File: src/rtl/tcss_pkg.sv
`default_nettype none

package tcss_pkg;

    localparam int unsigned CodeW  = 8;
    localparam int unsigned WordW  = 16;
    localparam int unsigned CmdW   = 3;
    localparam int unsigned BitCntW = 3;
    localparam int unsigned CfgIdxW = 2;

    localparam logic [CodeW-1:0] XCodeRst     = 8'd144;
    localparam logic [CodeW-1:0] YCodeRst     = 8'd208;
    localparam logic [CodeW-1:0] Z1CodeRst    = 8'd176;
    localparam logic [WordW-1:0] PressureRst  = 16'd16;

    localparam logic [BitCntW-1:0] LastBit    = 3'd7;
    localparam logic [1:0]         ByteCntMax = 2'd3;

    typedef enum logic [1:0] {
        CH_NONE = 2'd0,
        CH_X    = 2'd1,
        CH_Y    = 2'd2,
        CH_Z1   = 2'd3
    } channel_t;

    typedef enum logic [CmdW-1:0] {
        CMD_CLK_FALL = 3'd0,
        CMD_MOSI     = 3'd1,
        CMD_SEL_RISE = 3'd2,
        CMD_TOUCH    = 3'd3
    } cmd_t;

    typedef enum logic [CfgIdxW-1:0] {
        REG_X_CODE   = 2'd0,
        REG_Y_CODE   = 2'd1,
        REG_Z1_CODE  = 2'd2,
        REG_PRESSURE = 2'd3
    } reg_idx_t;

    typedef struct packed {
        logic [CodeW-1:0] x_code;
        logic [CodeW-1:0] y_code;
        logic [CodeW-1:0] z1_code;
        logic [WordW-1:0] pressure;
    } cfg_t;

    typedef struct packed {
        logic [CmdW-1:0]  command;
        logic             mosi_bit;
        logic             select_level;
        logic [WordW-1:0] touch_x;
        logic [WordW-1:0] touch_y;
    } item_t;

endpackage

`default_nettype wire

File: src/rtl/tcss_cfg.sv
`default_nettype none

module tcss_cfg
    import tcss_pkg::*;
(
    input  wire logic               aclk,
    input  wire logic               aresetn,
    input  wire logic               cfg_we,
    input  wire logic [CfgIdxW-1:0] cfg_addr,
    input  wire logic [WordW-1:0]   cfg_wdata,
    output cfg_t                    cfg
);

    cfg_t cfg_reg;
    cfg_t cfg_next;

    always_comb begin
        cfg_next = cfg_reg;
        if (cfg_we) begin
            case (cfg_addr)
                REG_X_CODE:   cfg_next.x_code   = cfg_wdata[CodeW-1:0];
                REG_Y_CODE:   cfg_next.y_code   = cfg_wdata[CodeW-1:0];
                REG_Z1_CODE:  cfg_next.z1_code  = cfg_wdata[CodeW-1:0];
                REG_PRESSURE: cfg_next.pressure = cfg_wdata;
                default:      cfg_next = cfg_reg;
            endcase
        end
    end

    always_ff @(posedge aclk) begin
        if (!aresetn) begin
            cfg_reg.x_code   <= XCodeRst;
            cfg_reg.y_code   <= YCodeRst;
            cfg_reg.z1_code  <= Z1CodeRst;
            cfg_reg.pressure <= PressureRst;
        end else begin
            cfg_reg <= cfg_next;
        end
    end

    assign cfg = cfg_reg;

endmodule

`default_nettype wire

File: src/rtl/tcss_core.sv
`default_nettype none

module tcss_core
    import tcss_pkg::*;
(
    input  wire logic aclk,
    input  wire logic aresetn,
    input  wire logic fire,
    input  item_t     item,
    input  cfg_t      cfg,
    output logic      miso_next
);

    channel_t           channel_reg, channel_next;
    logic [CodeW-1:0]   shift_reg, shift_next;
    logic [BitCntW-1:0] bit_cnt_reg, bit_cnt_next;
    logic [1:0]         byte_cnt_reg, byte_cnt_next;
    logic [WordW-1:0]   x_reg, x_next;
    logic [WordW-1:0]   y_reg, y_next;
    logic               pending_reg, pending_next;
    logic               miso_reg;

    // bit select: byte 0 -> bits 15..8, byte 1 -> bits 7..0, else 0
    function automatic logic pick_bit(input logic [WordW-1:0] word,
                                      input logic [1:0] byte_cnt,
                                      input logic [BitCntW-1:0] bit_cnt);
        logic r;
        r = 1'b0;
        if (byte_cnt == 2'd0)
            r = word[{1'b1, ~bit_cnt}];
        else if (byte_cnt == 2'd1)
            r = word[{1'b0, ~bit_cnt}];
        return r;
    endfunction

    logic selected;
    logic z1_live;
    logic [CodeW-1:0] shifted;

    assign selected = !item.select_level;
    assign z1_live  = (channel_reg == CH_Z1) && pending_reg;
    assign shifted  = {shift_reg[CodeW-2:0], item.mosi_bit};

    always_comb begin
        channel_next  = channel_reg;
        shift_next    = shift_reg;
        bit_cnt_next  = bit_cnt_reg;
        byte_cnt_next = byte_cnt_reg;
        x_next        = x_reg;
        y_next        = y_reg;
        pending_next  = pending_reg;
        miso_next     = miso_reg;
        case (item.command)
            CMD_MOSI: begin
                if (selected) begin
                    if (channel_reg == CH_X) begin
                        miso_next = pick_bit(x_reg, byte_cnt_reg, bit_cnt_reg);
                    end else if (channel_reg == CH_Y) begin
                        miso_next    = pick_bit(y_reg, byte_cnt_reg, bit_cnt_reg);
                        pending_next = 1'b0;
                    end else if (z1_live) begin
                        miso_next = pick_bit(cfg.pressure, byte_cnt_reg, bit_cnt_reg);
                    end else begin
                        miso_next = 1'b0;
                    end
                    if (z1_live && byte_cnt_reg == ByteCntMax)
                        channel_next = CH_NONE;
                end
            end
            CMD_CLK_FALL: begin
                if (selected) begin
                    shift_next = shifted;
                    if (bit_cnt_reg == LastBit) begin
                        bit_cnt_next = '0;
                        if (byte_cnt_reg != ByteCntMax)
                            byte_cnt_next = byte_cnt_reg + 2'd1;
                        // X wins over Y, Y over Z1 on equal codes
                        if (shifted == cfg.x_code) begin
                            channel_next  = CH_X;
                            byte_cnt_next = '0;
                        end else if (shifted == cfg.y_code) begin
                            channel_next  = CH_Y;
                            byte_cnt_next = '0;
                        end else if (shifted == cfg.z1_code) begin
                            channel_next  = CH_Z1;
                            byte_cnt_next = '0;
                        end
                    end else begin
                        bit_cnt_next = bit_cnt_reg + 3'd1;
                    end
                end
            end
            CMD_SEL_RISE: begin
                channel_next  = CH_NONE;
                shift_next    = '0;
                bit_cnt_next  = '0;
                byte_cnt_next = '0;
            end
            CMD_TOUCH: begin
                x_next       = item.touch_x;
                y_next       = item.touch_y;
                pending_next = 1'b1;
            end
            default: begin
                miso_next = miso_reg;
            end
        endcase
    end

    always_ff @(posedge aclk) begin
        if (!aresetn) begin
            channel_reg  <= CH_NONE;
            shift_reg    <= '0;
            bit_cnt_reg  <= '0;
            byte_cnt_reg <= '0;
            x_reg        <= '0;
            y_reg        <= '0;
            pending_reg  <= 1'b0;
            miso_reg     <= 1'b0;
        end else if (fire) begin
            channel_reg  <= channel_next;
            shift_reg    <= shift_next;
            bit_cnt_reg  <= bit_cnt_next;
            byte_cnt_reg <= byte_cnt_next;
            x_reg        <= x_next;
            y_reg        <= y_next;
            pending_reg  <= pending_next;
            miso_reg     <= miso_next;
        end
    end

    a_sel_rise_clears: assert property (@(posedge aclk) disable iff (!aresetn)
        fire && item.command == CMD_SEL_RISE |=>
            channel_reg == CH_NONE && bit_cnt_reg == '0 && byte_cnt_reg == '0)
        else $error("select rise did not clear transfer state");

    a_touch_sets_pending: assert property (@(posedge aclk) disable iff (!aresetn)
        fire && item.command == CMD_TOUCH |=> pending_reg)
        else $error("touch did not set pending flag");

    a_bit_count_steps: assert property (@(posedge aclk) disable iff (!aresetn)
        fire && item.command == CMD_CLK_FALL && !item.select_level
            && bit_cnt_reg != LastBit |=> bit_cnt_reg == $past(bit_cnt_reg) + 3'd1)
        else $error("bit count did not advance");

    a_idle_holds: assert property (@(posedge aclk) disable iff (!aresetn)
        !fire |=> $stable(channel_reg) && $stable(miso_reg) && $stable(pending_reg))
        else $error("state changed without a transaction");

endmodule

`default_nettype wire

File: src/rtl/touch_controller_spi_slave.sv
`default_nettype none

// Resistive touch controller, SPI slave side. Each input transaction is one
// pin or touch event (clock fall, MOSI change, chip-select rise, touch); each
// one yields exactly one output transaction carrying the MISO level after
// that event. Throughput is one transaction per clock while the consumer holds
// m_ready high: the event is captured in an input register, then decoded and
// applied to the transfer state in the same cycle that the resulting MISO level
// is written into an output register. The input register frees up whenever
// the output register is empty or being drained, so a stalled consumer only
// holds off new input once both registers are full. Command codes and the Z1
// pressure answer are written through cfg_we/cfg_addr/cfg_wdata; writes take
// effect on the next cycle and should be made while no transaction is in
// flight.
module touch_controller_spi_slave
    import tcss_pkg::*;
(
    input  wire logic               aclk,
    input  wire logic               aresetn,

    // configuration write port
    input  wire logic               cfg_we,
    input  wire logic [CfgIdxW-1:0] cfg_addr,
    input  wire logic [WordW-1:0]   cfg_wdata,

    // event input
    input  wire logic               s_valid,
    output logic                    s_ready,
    input  wire logic [CmdW-1:0]    s_command,
    input  wire logic               s_mosi_bit,
    input  wire logic               s_select_level,
    input  wire logic [WordW-1:0]   s_touch_x,
    input  wire logic [WordW-1:0]   s_touch_y,

    // MISO result
    output logic                    m_valid,
    input  wire logic               m_ready,
    output logic                    m_miso_bit
);

    cfg_t  cfg;
    item_t item_reg;
    logic  in_vld_reg, in_vld_next;
    logic  out_vld_reg, out_vld_next;
    logic  miso_out_reg;
    logic  miso_next;
    logic  advance;

    tcss_cfg u_cfg (
        .aclk      (aclk),
        .aresetn   (aresetn),
        .cfg_we    (cfg_we),
        .cfg_addr  (cfg_addr),
        .cfg_wdata (cfg_wdata),
        .cfg       (cfg)
    );

    // event moves into the state when the output slot is free or draining
    assign advance = in_vld_reg && (!out_vld_reg || m_ready);
    assign s_ready = !in_vld_reg || advance;

    always_comb begin
        in_vld_next = in_vld_reg;
        if (s_valid && s_ready)
            in_vld_next = 1'b1;
        else if (advance)
            in_vld_next = 1'b0;
    end

    always_comb begin
        out_vld_next = out_vld_reg;
        if (advance)
            out_vld_next = 1'b1;
        else if (m_ready)
            out_vld_next = 1'b0;
    end

    always_ff @(posedge aclk) begin
        if (!aresetn) begin
            in_vld_reg  <= 1'b0;
            out_vld_reg <= 1'b0;
        end else begin
            in_vld_reg  <= in_vld_next;
            out_vld_reg <= out_vld_next;
        end
    end

    // payload registers, no reset needed
    always_ff @(posedge aclk) begin
        if (s_valid && s_ready) begin
            item_reg.command      <= s_command;
            item_reg.mosi_bit     <= s_mosi_bit;
            item_reg.select_level <= s_select_level;
            item_reg.touch_x      <= s_touch_x;
            item_reg.touch_y      <= s_touch_y;
        end
        if (advance)
            miso_out_reg <= miso_next;
    end

    tcss_core u_core (
        .aclk      (aclk),
        .aresetn   (aresetn),
        .fire      (advance),
        .item      (item_reg),
        .cfg       (cfg),
        .miso_next (miso_next)
    );

    assign m_valid    = out_vld_reg;
    assign m_miso_bit = miso_out_reg;

    a_no_overwrite: assert property (@(posedge aclk) disable iff (!aresetn)
        out_vld_reg && !m_ready |=> out_vld_reg)
        else $error("pending result dropped");

    a_advance_fills_out: assert property (@(posedge aclk) disable iff (!aresetn)
        advance |=> out_vld_reg)
        else $error("advanced event left no result");

    a_full_blocks_input: assert property (@(posedge aclk) disable iff (!aresetn)
        in_vld_reg && out_vld_reg && !m_ready |-> !s_ready)
        else $error("input accepted while both stages full");

endmodule

`default_nettype wire

File: config.mk
export PLATFORM = sky130hd
export DESIGN_NAME = touch_controller_spi_slave
export DESIGN_NICKNAME = d
export VERILOG_FILES = /design/src/rtl/tcss_pkg.sv /design/src/rtl/tcss_cfg.sv /design/src/rtl/tcss_core.sv /design/src/rtl/touch_controller_spi_slave.sv
export SDC_FILE = /design/constraint.sdc
export NUM_CORES = 1
export LEC_CHECK = 0
export ABC_AREA = 1
export BUFFER_PORTS_ARGS = -buffer_cell sky130_fd_sc_hd__buf_2
export CAP_MARGIN = 30
export CORE_MARGIN = 8
export CORE_UTILIZATION = 55
export DETAILED_ROUTE_END_ITERATION = 6
export GPL_TIMING_DRIVEN = 0
export PLACE_DENSITY = 0.75
export SETUP_SLACK_MARGIN = 0.5
export SYNTH_ARGS = -nofsm -noshare
export SYNTH_HDL_FRONTEND = slang
export SYNTH_HIERARCHICAL = 1
export SYNTH_SLANG_ARGS = --single-unit
File: constraint.sdc
create_clock -name aclk -period 2.4 [get_ports aclk]
set_input_delay 0.24 -clock aclk [delete_from_list [all_inputs] [get_ports aclk]]
set_output_delay 0.24 -clock aclk [all_outputs]
set_load 0.05 [all_outputs]
==> run_results.csv, run 1 <==
group,metric,value,unit
critical_path,crit_required,2780,ps
power,p_int,4.032,mW
power,power_frac_clock,0.454,
floorplan,fp.dieW,119.0,µm
critical_path,cp_max_fo,10,
clock_tree,cts_sinks,128,
global_routing,grt_usage,0.2039,
placed_design,dp_slack,176.9,ps
critical_path,path_class,"reg -> reg",
yosys,synth_compound_gate_area_share,0.09629,
sta,max_freq,0.5606,GHz
critical_path,slowest_delay,370,ps
finish,layout.nets,920,
floorplan,row_count,37,
yosys,synth_top_area_frac,0.3088,
sta,final-setup-viol-count,0,
detailed_routing,drt_iter0_markers,310,
yosys,synth-edff-count,38,
clock_tree,cts_buffer_depth,2,
placed_design,numPortBuffers,59,
yosys,ys_ff_latch,128,
floorplan,dieHeight,119.0,µm
critical_path,critPathSlowestCell,"dfxtp_1",
finish,fillers,773,
placed_design,placed_area,6312,µm²
detailed_routing,post_drt_wl_per_cell,13.96,µm
global_routing,grt_pass1_wl,23.34,mm
finish,multi_input_area,2340,µm²
sta,final.period_utilization,0.7432,
yosys,synthCells,729,
run,drv_cap,0,
global_routing,antenna_found_initial,0,
yosys,yosysWarnings,6,
placed_design,hpwl,9.603,mm
clock_tree,cts.clk_slew.worst_paths,60,ps
critical_path,crit_chain,"inv_1 -> a21oi_4 -> nand2_1 -> nor2_4 -> nand2_4 -> clkbuf_2 -> o21ai_0 -> a21oi_1",
clock_tree,clock_latency,510,ps
placed_design,gp_congestion,0.8596,
power,leakagePower,3.285,nW
global_routing,grt_pass1_vias,5166,
outcome,outcome,"complete, no violations",
power,powerDensity,711.5,nW/µm²
critical_path,worstPathArrival,2170,ps
finish,final_cell_area,7387,µm²
clock_tree,cts_buffers,17,
finish,finalNonFillerCells,1004,
yosys,synthSimpleGateAreaFrac,0.2599,
floorplan,die_area,14160,µm²
worst_hold_path,whs_path_depth,3,
yosys,synth_common_cells,"nand2_1, inv_1, dfxtp_1",
detailed_routing,via_per_inst,5.094,
yosys,synth.most_common_cell,"nand2_1",
critical_path,setup.worst_path.start_class,"flop",
yosys,synth_cell_type_count,33,
sta,slew_violations,0,
power,peakVddDrop,0.0005392,V
sta,timing.final.ws_setup,616.3,ps
critical_path,endpoint_kind,"flop",
global_routing,overflow,0,
finish,synthToLayoutAreaGrowth,26.61,%
yosys,netlist_area,5834,µm²
floorplan,initial_core_util,0.5651,
yosys,yosys-top-cells-area,"dfxtp_1, edfxtp_1, nand2_1",
floorplan,boundaryPins,63,
detailed_routing,drt-pass1-iter-count,5,
clock_tree,htreeDepth,4,
yosys,syn-num-nets,794,
power,power_frac_comb,0.092,
clock_tree,tritoncts,"built",
critical_path,r2r_cells,8,
power,power_frac_seq,0.453,
detailed_routing,wl,14.01,mm
clock_tree,cts-root-buf,"clkbuf_8",
sta,final_hold_viol_count,0,
yosys,seq_area_frac_synth,0.5044,
yosys,postSynthAreaPerCell,8.003,µm²
power,switchingPower,1.224,mW
sta,fin_skew,6.489,ps
finish,diodes,0,
yosys,synth_top_family_by_area,"simple AND/OR/NAND/NOR gates",
placed_design,place_inst,924,
power,power_switching_share,0.2328,
sta,setup_tns,0,ps
yosys,synthArstFlopShare,0,
yosys,muxShareOfSynthArea,0,
finish,largest_reg_flops,40,
sta,rsz0062_at_grt,"false",
finish,drive_above_1_share,0.1636,
worst_hold_path,min_path_type,"in -> reg",
detailed_routing,postRouteAntennaNets,0,
detailed_routing,vias,5114,
finish,fin_util,0.7156,
sta,layout_min_cycle_time,1784,ps
yosys,synthFlopType,"dfxtp_1",
yosys,yosysTopAreaCell,"dfxtp_1",
yosys,synth-xor-area-share,0.02702,
yosys,yosys.area_share.adder,0.01072,
sta,slew_headroom,0.5070,
finish,seq_area,2944,µm²
floorplan,core,10320,µm²
global_routing,grt_max_degree,38,
sta,worstMarginPinSlew,738.0,ps
detailed_routing,drcViolationCount,0,
logic make-up after synthesis:
group | count (synthesis)
and+or+nand+nor | 343
DFF | 128
buffers and inverters | 134
xor gates and xnor gates | 18
AOI/OAI and AO/OA | 101
adders and majority gates | 5
power groups by stage:
| stage | clock network (mW) | logic [mW] | registers, mW |
|---|---|---|---|
| after floorplan | 0 | 0.280 | 2.42 |
| after global placement | 0 | 0.391 | 2.42 |
| after detailed placement | 0 | 0.406 | 2.43 |
| after CTS | 2.41 | 0.471 | 2.38 |
| after global routing | 2.52 | 0.540 | 2.39 |
| final | 2.39 | 0.484 | 2.38 |
repair_timing:
action	CTS	global route
hold endpoints to repair	46	0
pin swaps	0	1
gates resized for setup	4	13
buffers inserted	0	2
setup endpoints to repair	35	36
hold buffers	46	0
cells in the final DEF (no fill, tap or decap), types with 16 or more instances in the layout:
cell,n
o21ai_0,34
a21oi_1,55
inv_1,94
buf_2,66
dfxtp_1,89
dlygate4sd3_1,46
edfxtp_1,38
nand3_1,71
clkbuf_16,16
nor2_1,80
nand2_1,166
worst max-delay path: cells and delay by family, from the launching register on:
kind	cells	cell delay (ps)
buffers and inverters	2	310
flip-flops	1	370
AO/OA/AOI/OAI	3	550
AND/OR/NAND/NOR	3	430
layout make-up:
type | count | share of cell area
Timing Repair Buffer | 107 | 0.1043
Multi-Input combinational cell | 467 | 0.3167
Sequential cell | 128 | 0.3985
Inverter | 100 | 0.05200
Clock inverter | 11 | 0.01558
Buffer | 34 | 0.03032
Tap cell | 136 | 0.02304
Clock buffer | 21 | 0.05945
path summary, 6_finish.rpt:
| path | end | from | slack (ps) |
|---|---|---|---|
| worst max-delay path | u_core/x_reg[14]$_SDFFE_PN0P_ | in_vld_reg$_SDFFE_PN0P_ | 620 |
| worst min-delay path | u_cfg/cfg[36]$_SDFFE_PN1P_ | cfg_wdata[4] | 30 |
| worst max register to register | u_core/x_reg[14]$_SDFFE_PN0P_ | in_vld_reg$_SDFFE_PN0P_ | 620 |
| worst min register to register | u_core/x_reg[4]$_SDFFE_PN0P_ | u_core/x_reg[4]$_SDFFE_PN0P_ | 460 |
stage by stage:
step | power [mW] | hold WS (ps)
after floorplan | 2.699 | 338.9
after global placement | 2.815 | 416.0
after detailed placement | 2.834 | 418.1
after CTS | 5.269 | 1.992
after global routing | 5.455 | 23.77
final | 5.256 | 29.91
layer usage:
layer  routed length [µm]  track usage  vias up
li1                     -            -     2590
met1                 5745       0.2225     2366
met2                 7253       0.3618      139
met3                  781      0.06141       19
met4                  230      0.08300        0
met5                    0            0        -
No activity file was read; power rests on OpenSTA's default activity.
==> run 2: changes to the inputs <==
ABC_AREA = 0   (was 1)
PLACE_DENSITY = 0.76   (was 0.75)
clock period = 1.9 ns   (was 2.4 ns; I/O delays follow)
==> run 2 against run 1 <==
Against the previous run: the flow now finishes with violations (setup timing); sequential share of layout area is 4.4 points lower; flip-flop and latch count stayed put; worst setup slack got worse by 660 ps; critical path depth shrank 2; area after synthesis decreased by 4.5%; synthesized cell count down 28%; clock skew up 2.8 ps; total power up 27%; first-iteration DRC count grew 26%; die area down 3.9%; combinational power grew 21%; critical endpoint is now m_miso_bit$_DFFE_PP_; largest cell class is now multi-input combinational cells; largest power group unchanged.
==> run_results.csv, run 2 <==
group,metric,value,unit
yosys,syn-num-nets,593,
critical_path,r2r_cells,6,
critical_path,cp_max_fo,8,
clock_tree,htreeDepth,4,
yosys,synthCells,528,
yosys,muxShareOfSynthArea,0.1219,
critical_path,slowest_delay,660,ps
floorplan,row_count,36,
floorplan,die_area,13610,µm²
clock_tree,tritoncts,"built",
yosys,synth_common_cells,"nand2_1, dfxtp_1, mux2i_1",
clock_tree,cts-root-buf,"clkbuf_8",
sta,slew_violations,0,
placed_design,numPortBuffers,62,
sta,max_freq,0.5143,GHz
global_routing,grt_pass1_wl,25.04,mm
yosys,postSynthAreaPerCell,10.55,µm²
detailed_routing,drt_iter0_markers,390,
detailed_routing,postRouteAntennaNets,0,
clock_tree,clock_latency,550,ps
critical_path,path_class,"reg -> reg",
finish,drive_above_1_share,0.3901,
global_routing,overflow,0,
yosys,synth-xor-area-share,0.03773,
worst_hold_path,whs_path_depth,3,
power,power,6.659,mW
finish,finalNonFillerCells,843,
detailed_routing,post_drt_wl_per_cell,22.54,µm
finish,synthToLayoutAreaGrowth,49.47,%
clock_tree,cts_sinks,128,
run,drv_cap,0,
placed_design,hpwl,8.768,mm
sta,final-setup-viol-count,1,
yosys,synthArstFlopShare,0,
yosys,yosys-top-cells-area,"dfxtp_1, edfxtp_1, nand2_1",
yosys,synth_cell_type_count,57,
sta,setup_tns,-44.41,ps
critical_path,critPathSlowestCell,"mux4_1",
floorplan,core,9819,µm²
critical_path,crit_required,2190,ps
placed_design,place_inst,724,
global_routing,grt_usage,0.2450,
finish,layout_common_cells,"nand2_1, dfxtp_1, buf_2, dlygate4sd3_1, mux2i_1",
worst_hold_path,min_path_type,"in -> reg",
sta,slew_headroom,0.5854,
yosys,synth_top_area_frac,0.3234,
yosys,seq_area_frac_synth,0.5282,
sta,timing.final.ws_setup,-44.41,ps
clock_tree,cts.clk_slew.worst_paths,60,ps
sta,fin_skew,9.339,ps
floorplan,fp.dieW,116.7,µm
finish,layout.cells.most_common,"nand2_1",
global_routing,grt_max_degree,33,
global_routing,grt_pass1_vias,5010,
floorplan,initial_core_util,0.5674,
critical_path,setup.worst_path.start_class,"flop",
yosys,synth_top_family_by_area,"simple AND/OR/NAND/NOR gates",
detailed_routing,drt-pass1-iter-count,5,
yosys,synthFlopType,"dfxtp_1",
outcome,outcome,"complete, but fails checks",
yosys,synth.most_common_cell,"nand2_1",
sta,final_hold_viol_count,0,
critical_path,endpoint_kind,"flop",
yosys,synth-edff-count,38,
clock_tree,cts_buffer_depth,2,
yosys,yosys.area_share.adder,0.01123,
critical_path,worstPathArrival,2240,ps
yosys,yosysTopAreaCell,"dfxtp_1",
yosys,ys_ff_latch,128,
placed_design,gp_congestion,0.8560,
yosys,yosysWarnings,6,
sta,layout_min_cycle_time,1944,ps
sta,worstMarginPinSlew,621.8,ps
floorplan,dieHeight,116.7,µm
sta,rsz0062_at_grt,"true",
yosys,netlist_area,5572,µm²
critical_path,crit_chain,"buf_12 -> mux4_1 -> nand2b_2 -> nand2_2 -> a31oi_2 -> o21ai_1",
global_routing,antenna_found_initial,0,
power,peakVddDrop,0.0008573,V
detailed_routing,wl,19.00,mm
finish,diodes,0,
placed_design,placed_area,6175,µm²
floorplan,boundaryPins,63,
finish,largest_reg_flops,40,
power,leakagePower,3.410,nW
finish,final_cell_area,8328,µm²
detailed_routing,via_per_inst,5.846,
power,powerDensity,799.6,nW/µm²
finish,layout.nets,762,
clock_tree,cts_buffers,17,
outcome,violations,"setup timing",
yosys,synth_compound_gate_area_share,0.09140,
yosys,synthSimpleGateAreaFrac,0.1707,
sta,final.period_utilization,1.023,
detailed_routing,drcViolationCount,0,
detailed_routing,vias,4928,
[run 2: changes by cell type after synthesis, sizes merged, moves of 45 or more]
| cell | previous run | this run |
|---|---|---|
| nand3 | 76 | 18 |
| nor2 | 82 | 5 |
| a21oi | 58 | 4 |
| mux2i | 0 | 45 |
| inv | 99 | 6 |
| a21boi | 0 | 45 |
[run 2: per-layer routing]
layer | vias to the layer above | track usage | wire length [µm]
li1 | 2170 | - | -
met1 | 2406 | 0.2625 | 6897
met2 | 257 | 0.4257 | 9727
met3 | 95 | 0.07497 | 1156
met4 | 0 | 0.1323 | 1218
met5 | - | 0 | 0
[run 2: per-stage QoR]
| stage | hold WS, ps | utilization | setup WS (ps) |
|---|---|---|---|
| after CTS | 4.291 | 0.7992 | -11.08 |
| after global routing | 12.88 | 0.8481 | -76.93 |
| after floorplan | 288.9 | - | 176.2 |
| after global placement | 365.9 | 0.6268 | -171.7 |
| after detailed placement | 368.1 | 0.6288 | -164.0 |
| final | 19.80 | 0.8481 | -44.41 |
[run 2: cell type report]
cell class	instances	area, µm²
Buffer	36	375.4
Clock buffer	21	439.2
Clock inverter	11	115.1
Fill cell	461	1491
Inverter	6	22.52
Multi-Input combinational cell	358	2992
Sequential cell	128	2957
Tap cell	133	166.4
Timing Repair Buffer	150	1261
[run 2: kinds of logic (layout without fill, tap and decap cells)]
group | after synthesis | count (layout)
compound gates | 70 | 70
xor+xnor | 24 | 24
fa+ha+maj | 5 | 5
buf+inv | 42 | 224
flops | 128 | 128
mux | 55 | 55
simple gates | 204 | 204
[run 2: final timing paths]
kind,from,end,slack (ps)
worst max-delay path,u_core/bit_cnt_reg[0]$_SDFFE_PN0P_,m_miso_bit$_DFFE_PP_,-40
worst min-delay path,cfg_wdata[1],u_cfg/cfg[17]$_SDFFE_PN0P_,20
worst max register to register,u_core/bit_cnt_reg[0]$_SDFFE_PN0P_,m_miso_bit$_DFFE_PP_,-40
worst min register to register,u_cfg/cfg[5]$_SDFFE_PN0P_,u_cfg/cfg[5]$_SDFFE_PN0P_,460
[run 2: report_power, final]
| group | internal (mW) | total (mW) | switching (mW) |
|---|---|---|---|
| Combinational | 0.306 | 0.586 | 0.280 |
| Sequential | 2.91 | 2.98 | 0.0716 |
| Clock | 1.88 | 3.09 | 1.21 |
[run 2: worst max-delay path: cells and delay by family (launching register included)]
kind            cells  cell delay, ps
simple gates        2             190
mux                 1             660
buf+inv             1             150
flops               1             360
compound gates      2             340
[run 2: what timing repair did]
action	CTS	global route
pin swaps	20	38
setup buffers	20	10
hold buffers	51	0
setup endpoints to repair	50	80
cloned	5	1
gates resized for setup	96	97
hold endpoints to repair	58	0
==> run 3: changes to the inputs <==
CORE_UTILIZATION = 35   (was 55)
PLACE_DENSITY = unset   (was 0.76)
==> run 3 against run 2 <==
Against the previous run: the flow now finishes without violations; clock-buffer cell count is 6 higher; total power is 1.8% lower; sequential power hardly changed; die area is 49% higher; hold slack better by 4.2 ps; core utilization is 33 points lower; non-clock buffer count is 17 lower; largest power group unchanged; largest cell class is now flip-flops and latches; wire length is 28% lower; cell area is 2.7% lower; via count is 13% lower; critical path depth stayed put.
==> run_results.csv, run 3 (same netlist as run 2, synthesis figures left out) <==
group,metric,value,unit
critical_path,cp_max_fo,8,
worst_hold_path,min_path_type,"in -> reg",
power,peakVddDrop,0.0007341,V
power,power_frac_seq,0.455,
global_routing,overflow,0,
global_routing,antenna_found_initial,0,
sta,worstMarginPinSlew,533.9,ps
finish,layout.nets,745,
global_routing,grt_usage,0.1382,
power,leakagePower,3.310,nW
sta,final_hold_viol_count,0,
placed_design,gp_congestion,0.8252,
power,power_switching_share,0.2159,
detailed_routing,wl,13.67,mm
critical_path,slowest_delay,520,ps
detailed_routing,drt_iter0_markers,146,
finish,largest_reg_flops,40,
finish,layout.cells.most_common,"nand2_1",
detailed_routing,drt-pass1-iter-count,4,
placed_design,numPortBuffers,62,
clock_tree,cts_sinks,128,
placed_design,placed_area,6279,µm²
finish,layout_common_cells,"nand2_1, dfxtp_1, buf_2, mux2i_1, edfxtp_1",
clock_tree,cts.clk_slew.worst_paths,60,ps
floorplan,die_area,20210,µm²
global_routing,grt_pass1_vias,4440,
clock_tree,cts_buffer_depth,2,
sta,final-setup-viol-count,0,
sta,final.period_utilization,0.9967,
global_routing,grt_pass1_wl,21.87,mm
floorplan,fp.dieW,142.2,µm
detailed_routing,drcViolationCount,0,
floorplan,boundaryPins,63,
finish,drive_above_1_share,0.3636,
critical_path,worstPathArrival,2050,ps
clock_tree,tritoncts,"built",
sta,max_freq,0.5280,GHz
critical_path,endpoint_kind,"flop",
critical_path,path_class,"reg -> reg",
detailed_routing,postRouteAntennaNets,0,
power,power_frac_clock,0.469,
power,powerDensity,806.5,nW/µm²
detailed_routing,via_per_inst,4.725,
clock_tree,cts_buffers,17,
finish,final_cell_area,8105,µm²
floorplan,initial_core_util,0.3546,
critical_path,crit_chain,"buf_12 -> mux4_2 -> mux2i_4 -> o311ai_4 -> a31oi_2 -> o21ai_1",
power,power,6.537,mW
critical_path,crit_required,2050,ps
floorplan,row_count,46,
critical_path,setup.worst_path.start_class,"flop",
finish,synthToLayoutAreaGrowth,45.47,%
sta,layout_min_cycle_time,1894,ps
outcome,outcome,"complete, no violations",
sta,slew_headroom,0.6440,
sta,holdWs,24.04,ps
sta,rsz0062_at_grt,"true",
global_routing,grt_max_degree,33,
floorplan,dieHeight,142.2,µm
clock_tree,htreeDepth,4,
critical_path,critPathSlowestCell,"mux4_2",
floorplan,core,15710,µm²
power,p_int,5.125,mW
clock_tree,clock_latency,410,ps
power,switchingPower,1.411,mW
run,drv_cap,0,
finish,diodes,0,
detailed_routing,vias,4295,
detailed_routing,post_drt_wl_per_cell,15.04,µm
power,power_frac_comb,0.077,
placed_design,hpwl,9.152,mm
sta,slew_violations,0,
clock_tree,cts-root-buf,"clkbuf_16",
sta,fin_skew,9.103,ps
==> run 3: final timing paths <==
kind                                                    startpoint                            to  slack, ps  depth (start not counted)
worst max-delay path            u_core/bit_cnt_reg[0]$_SDFFE_PN0P_          m_miso_bit$_DFFE_PP_          6                          6
worst min-delay path                                 cfg_wdata[13]    u_cfg/cfg[13]$_SDFFE_PN0P_         20                          3
worst max register to register  u_core/bit_cnt_reg[0]$_SDFFE_PN0P_          m_miso_bit$_DFFE_PP_          6                          6
worst min register to register        u_core/x_reg[6]$_SDFFE_PN0P_  u_core/x_reg[6]$_SDFFE_PN0P_        450                          2
==> run 3: cell type report <==
type                    count  area [µm²]
plain buffers              36       332.8
clock buffers              27       504.2
clock inverters             5       53.80
fillers                  1326        7607
inverters                   6       22.52
multi-input cells         358        2895
flip-flops and latches    128        2955
well taps                 216       270.3
repair buffers            133        1071
==> run 3: metrics by stage <==
step	cells	util	TNS [ps]	worst slack [ps]
CTS	896	0.4934	-15.48	-15.48
global route	909	0.5158	-42.90	-42.90
finish	909	0.5158	0	6.209
detailed placement	807	0.3996	-189.2	-168.4
global placement	806	0.3983	-215.8	-177.5
floorplan	528	-	0	176.2
==> run 3: worst max-delay path: cells and delay by family, from the launching register on <==
| family | cells | cell delay, ps |
|---|---|---|
| muxes | 2 | 730 |
| AOI/OAI and AO/OA | 3 | 410 |
| DFF | 1 | 350 |
| buffers and inverters | 1 | 150 |
==> run 3: timing repair <==
| action | 4_1_cts | 5_1_grt |
|---|---|---|
| pin swaps | 29 | 21 |
| gates resized for setup | 91 | 56 |
| buffers inserted | 16 | 13 |
| hold buffers | 37 | 0 |
| endpoints found under the setup margin | 49 | 80 |
| cloned | 4 | 0 |
| hold endpoints to repair | 37 | 0 |
==> run 3: power groups by stage <==
stage	Sequential, mW	Clock (mW)	Combinational, mW
after floorplan	3.01	0	0.209
after global placement	3.01	0	0.334
after detailed placement	3.01	0	0.347
after CTS	2.96	3.12	0.462
after global routing	2.98	3.26	0.544
final	2.97	3.06	0.502
==> run 3: per-layer routing <==
| metal | share of wire | up-vias | global-route usage |
|---|---|---|---|
| li1 | - | 2136 | - |
| met1 | 0.43 | 2067 | 0.1529 |
| met2 | 0.53 | 74 | 0.2494 |
| met3 | 0.034 | 18 | 0.03824 |
| met4 | 0.013 | 0 | 0.04579 |
| met5 | 0 | - | 0 |
